===== config.mk =====
export PLATFORM = sky130hd
export DESIGN_NAME = rtws_queue
export DESIGN_NICKNAME = d
export VERILOG_FILES = /design/src/design/rtws_pkg.sv /design/src/design/rtws_queue.sv
export SDC_FILE = /design/constraint.sdc
export NUM_CORES = 1
export LEC_CHECK = 0
export ABC_AREA = 1
export ABC_CLOCK_PERIOD_IN_PS = 8760
export BUFFER_PORTS_ARGS = -buffer_cell sky130_fd_sc_hd__buf_2
export CORE_MARGIN = 2
export CORE_UTILIZATION = 52
export CTS_CLUSTER_SIZE = 8
export DETAILED_ROUTE_END_ITERATION = 6
export PLACE_DENSITY = 0.76
export SLEW_MARGIN = 15
export SYNTH_ARGS = -nofsm -noshare
export SYNTH_HDL_FRONTEND = slang
export SYNTH_SLANG_ARGS = --single-unit

===== constraint.sdc =====
create_clock -name clk_i -period 8.76 [get_ports clk_i]
set_clock_uncertainty 0.1 [all_clocks]
set_input_delay 0 -clock clk_i [delete_from_list [all_inputs] [get_ports clk_i]]
set_output_delay 0 -clock clk_i [all_outputs]
set_load 0.005 [all_outputs]

===== src/design/rtws_pkg.sv =====
// Shared types, constants and saturating adders for the statistics core.
package rtws_pkg;

  localparam int unsigned QDepthDef = 2;
  localparam logic [62:0] Max63 = {63{1'b1}};

  typedef struct packed {
    logic signed [31:0] sample;
    logic [31:0]        timestamp;
    logic [15:0]        weight;
    logic [46:0]        square;
  } item_t;

  typedef enum logic [3:0] {
    ST_IDLE, ST_SW, ST_SQW, ST_ACC, ST_TRAP, ST_HOLD, ST_PSQ, ST_HLO,
    ST_HHI, ST_AREA, ST_DSET, ST_DIVS, ST_DIVQ, ST_MM, ST_OUT
  } state_e;

  function automatic logic signed [63:0] sat_add_s(input logic signed [63:0] a,
                                                   input logic signed [63:0] b);
    logic [64:0] s;
    s = {a[63], a} + {b[63], b};
    if (s[64] != s[63]) begin
      return s[64] ? {1'b1, 63'b0} : {1'b0, {63{1'b1}}};
    end
    return s[63:0];
  endfunction

  function automatic logic [62:0] sat_add_u63(input logic [62:0] a, input logic [62:0] b);
    logic [63:0] s;
    s = {1'b0, a} + {1'b0, b};
    return s[63] ? Max63 : s[62:0];
  endfunction

endpackage


===== src/design/rtws_queue.sv =====
// Short transaction queue between the front and back parts.
module rtws_queue #(
  parameter int unsigned Depth = rtws_pkg::QDepthDef
) (
  input  logic           clk_i,
  input  logic           rst_ni,
  input  logic           in_valid_i,
  output logic           in_ready_o,
  input  rtws_pkg::item_t in_data_i,
  output logic           out_valid_o,
  input  logic           out_ready_i,
  output rtws_pkg::item_t out_data_o
);
  import rtws_pkg::*;

  localparam int unsigned PtrW = (Depth > 1) ? $clog2(Depth) : 1;
  localparam int unsigned CntW = $clog2(Depth + 1);

  item_t             mem_q [Depth];
  logic [PtrW-1:0]   wr_q, rd_q;
  logic [CntW-1:0]   cnt_q;
  logic              push, pop;

  assign in_ready_o  = (cnt_q != CntW'(Depth));
  assign out_valid_o = (cnt_q != '0);
  assign out_data_o  = mem_q[rd_q];
  assign push        = in_valid_i && in_ready_o;
  assign pop         = out_valid_o && out_ready_i;

  always_ff @(posedge clk_i or negedge rst_ni) begin
    if (!rst_ni) begin
      wr_q  <= '0;
      rd_q  <= '0;
      cnt_q <= '0;
    end else begin
      if (push) begin
        wr_q <= (wr_q == PtrW'(Depth - 1)) ? '0 : wr_q + 1'b1;
      end
      if (pop) begin
        rd_q <= (rd_q == PtrW'(Depth - 1)) ? '0 : rd_q + 1'b1;
      end
      if (push && !pop) begin
        cnt_q <= cnt_q + 1'b1;
      end else if (pop && !push) begin
        cnt_q <= cnt_q - 1'b1;
      end
    end
  end

  always_ff @(posedge clk_i) begin
    if (push) begin
      mem_q[wr_q] <= in_data_i;
    end
  end

endmodule


==> Implementation_results.wiki <==
{| class="wikitable"
! Metric !! Value
|-
| Global route total overflow || 0
|-
| Run status || complete, no violations
|-
| Half-perimeter wire length of the detailed placement result || about 12 mm
|-
| Flip-flop and latch count after synthesis || about 260
|-
| Area of the multi-input gates || around 1500 um^2
|-
| Number of search-and-repair iterations in the first detailed-routing pass || 5
|-
| Detailed-route wire length || around 22 mm
|-
| Classification of the worst-slack hold path || input pin to register
|-
| WHS || 0.127 ns
|-
| Type of the worst setup path || register to output pin
|-
| Average via count per standard cell || roughly 5
|-
| Clk slew on worst S/H paths || roughly 0.05 ns
|-
| Clock period minus final worst setup slack || a little over 3 ns
|-
| Fraction of final layout cells with drive strength greater than 1 || 0.280
|-
| Library cell with the largest summed area after synthesis || edfxtp_1
|-
| Power density normalized to cell area || around 320 nW/um^2
|-
| H-tree lvl count || 2
|-
| Synthesis Warnings || 0
|-
| Slew Viols, Final || 0
|-
| Routed via count || 6554
|-
| Top cells by area, synth || edfxtp_1 (80%), nand2_1 (15%), buf_6 (3.2%)
|-
| Nets in the synthesized netlist || around 820
|-
| Leakage power total || 5.73 nW
|-
| Clock root buffer master || clkbuf_16
|-
| Headroom to the max-slew limit || 0.385
|-
| Number of standard-cell rows in the floorplan || 49
|-
| First-pass GRT wire length || about 34 mm
|-
| Number of antenna violations at the first check in global routing || 0
|-
| Post-synthesis cell type count || 13
|-
| Number of ports placed on the die boundary || 260
|-
| Overall power after layout || approximately 0.0042 W
|-
| Register area share after synthesis || 0.806
|-
| Post-route antenna net violation count || 0
|-
| Floorplan die width || 140 um
|-
| Worst-case reg-to-reg path depth || 6
|-
| TNS Setup || 0 ns
|-
| F_max || around 0.33 GHz
|-
| Worst hold path cell count || 2
|-
| Worst slack, placed || ~6 ns
|-
| Number of setup violations in the final report || 0
|-
| Avg Inst Size Synth || between 10 and 15 um^2
|-
| Slew at the pin closest to its max-slew limit || 0.922 ns
|-
| Total track usage || 0.223
|-
| Count of clock tree sinks || between 200 and 300
|-
| DRC errors left || 0
|-
| CTS tree || done
|-
| Initial drt markers || around 380
|-
| Number of maximum-capacitance constraint violations || 0
|-
| Clock latency reported for the late side of the worst-skew pair || ~0.5 ns
|-
| Wire length per cell after detailed routing || between 15 and 20 um
|-
| Cell area after synthesis || about 9600 um^2
|-
| Largest net degree at the start of global routing || 79
|-
| Type of destination of the critical path || output pin
|-
| Count of placed standard cells in the final layout, fillers left out || between 1000 and 1500
|-
| Port Buffers || between 200 and 300
|-
| Post_cts resized || 0
|-
| Buffer levels on the longest clock path || 3
|-
| Placed cell count || roughly 1200
|-
| Final period util || 0.348
|-
| Layout Area Growth over Synthesis || 38.3%
|-
| Number of CTS-inserted buffers || 38
|-
| Die area || ~20000 um^2
|-
| Count of nets after finishing || ~1200
|-
| Mapped Cells || roughly 700
|-
| GPL Wtd Cong || slightly above 0.8
|-
| Largest fanout on the critical path || 78
|-
| Vias in the first global route || ~6700
|-
| Maximum VDD drop || around 0.00021 V
|-
| Initial Utilization || 0.532
|-
| Portion of synthesized cell area occupied by the leading cell type || 0.796
|-
| Data required time at the worst endpoint || between 8 and 9 ns
|-
| Flip-flop and latch area || 7730 um^2
|-
| Core region area || 18000 um^2
|-
| Layout filler cell count || ~1100
|-
| Final hold violations || 0
|-
| Kind of start point of the critical path || register
|-
| Setup repair after global routing missed its margin || no
|-
| Data arrival, critical path || roughly 3.0 ns
|-
| Final setup margin || about 5.7 ns
|-
| Die outline height || between 100 and 150 um
|}
==> synth_stat cells <==
library cell / n
buf_4: 1
buf_6: 27
dfrtp_1: 4
edfxtp_1: 254
ha_1: 1
inv_1: 6
inv_2: 1
nand2_1: 391
nand3_1: 2
nand4_1: 1
nor2_1: 2
xnor2_1: 1
xor2_1: 1
==> worst max-delay path, stage by stage (launching register included) <==
cell and delay [ns]:
dfrtp_4 0.72, inv_4 0.52, buf_4 0.73, nand2_1 0.15
nand2_1 0.13, buf_2 0.13
==> where the power goes <==
group / switching, W / internal, W
Clock: 0.000470 / 0.000788
Combinational: 0.000727 / 0.000420
Sequential: 0.000107 / 0.00170
==> routing by layer <==
metal | up-vias | wire [um] | track usage
met5 | - | 0 | 0
met1 | 3072 | 8370 | 0.271
met3 | 44 | 1990 | 0.0661
li1 | 3144 | - | -
met4 | 0 | 515 | 0.0821
met2 | 294 | 11300 | 0.381
==> cell usage in the layout, fill, tap and decap left out <==
cell	n
nand2_1	391
buf_2	259
edfxtp_1	254
dlygate4sd3_1	131
clkbuf_16	39
inv_1	6
clkbuf_1	6
buf_4	6
dfrtp_1	3
diode_2	2
nor2_4	2
nand3_1	2
inv_4	1
xnor2_1	1
xor2_1	1
nand4_1	1
ha_1	1
inv_6	1
clkinv_4	1
dfrtp_4	1
==> through the flow <==
stage	util	area, um^2
6_report	0.735	13300
3_3_place_gp	0.606	10900
3_5_place_dp	0.606	10900
2_1_floorplan	-	9590
5_1_grt	0.735	13300
4_1_cts	0.735	13300
==> cell type report <==
type                    instances  share of cell area
flip-flops and latches        258               0.583
clock buffers                  45              0.0753
repair buffers                396               0.200
clock inverters                 2             0.00132
inverters                       7             0.00217
multi-input cells             399               0.116
diodes                          2            0.000378
well taps                     229              0.0216
==> worst paths after layout <==
check                              start             end  slack (ns)
setup / recovery                    rd_q  out_data_o[73]        5.71
max in group asynchronous         rst_ni            rd_q        8.01
setup reg to reg                cnt_q[0]     mem_q[1][2]        5.91
min in group asynchronous         rst_ni        cnt_q[1]        0.34
hold reg to reg                 cnt_q[0]        cnt_q[0]        0.39
hold / removal             in_data_i[67]    mem_q[0][67]        0.13
==> registers in the layout, indices dropped and copies added, names as in the netlist <==
| name | cells |
|---|---|
| mem_q | 254 |
| wr_q | 1 |
| rd_q | 1 |
| cnt_q | 2 |
==> cells by family (layout without fill, tap and decap cells) <==
group	count (synthesis)	after routing	synth area share
xor+xnor	2	2	0.00183
fa+ha+maj	1	1	0.00130
buf+inv	35	450	0.0352
flops	258	258	0.806
other cells	0	2	0
simple gates	396	396	0.156
==> timing repair <==
item                      CTS  global route
hold buffers              131             0
buffers inserted            0             0
hold endpoints to repair  262             0
No activity file was read; power rests on OpenSTA's default activity.
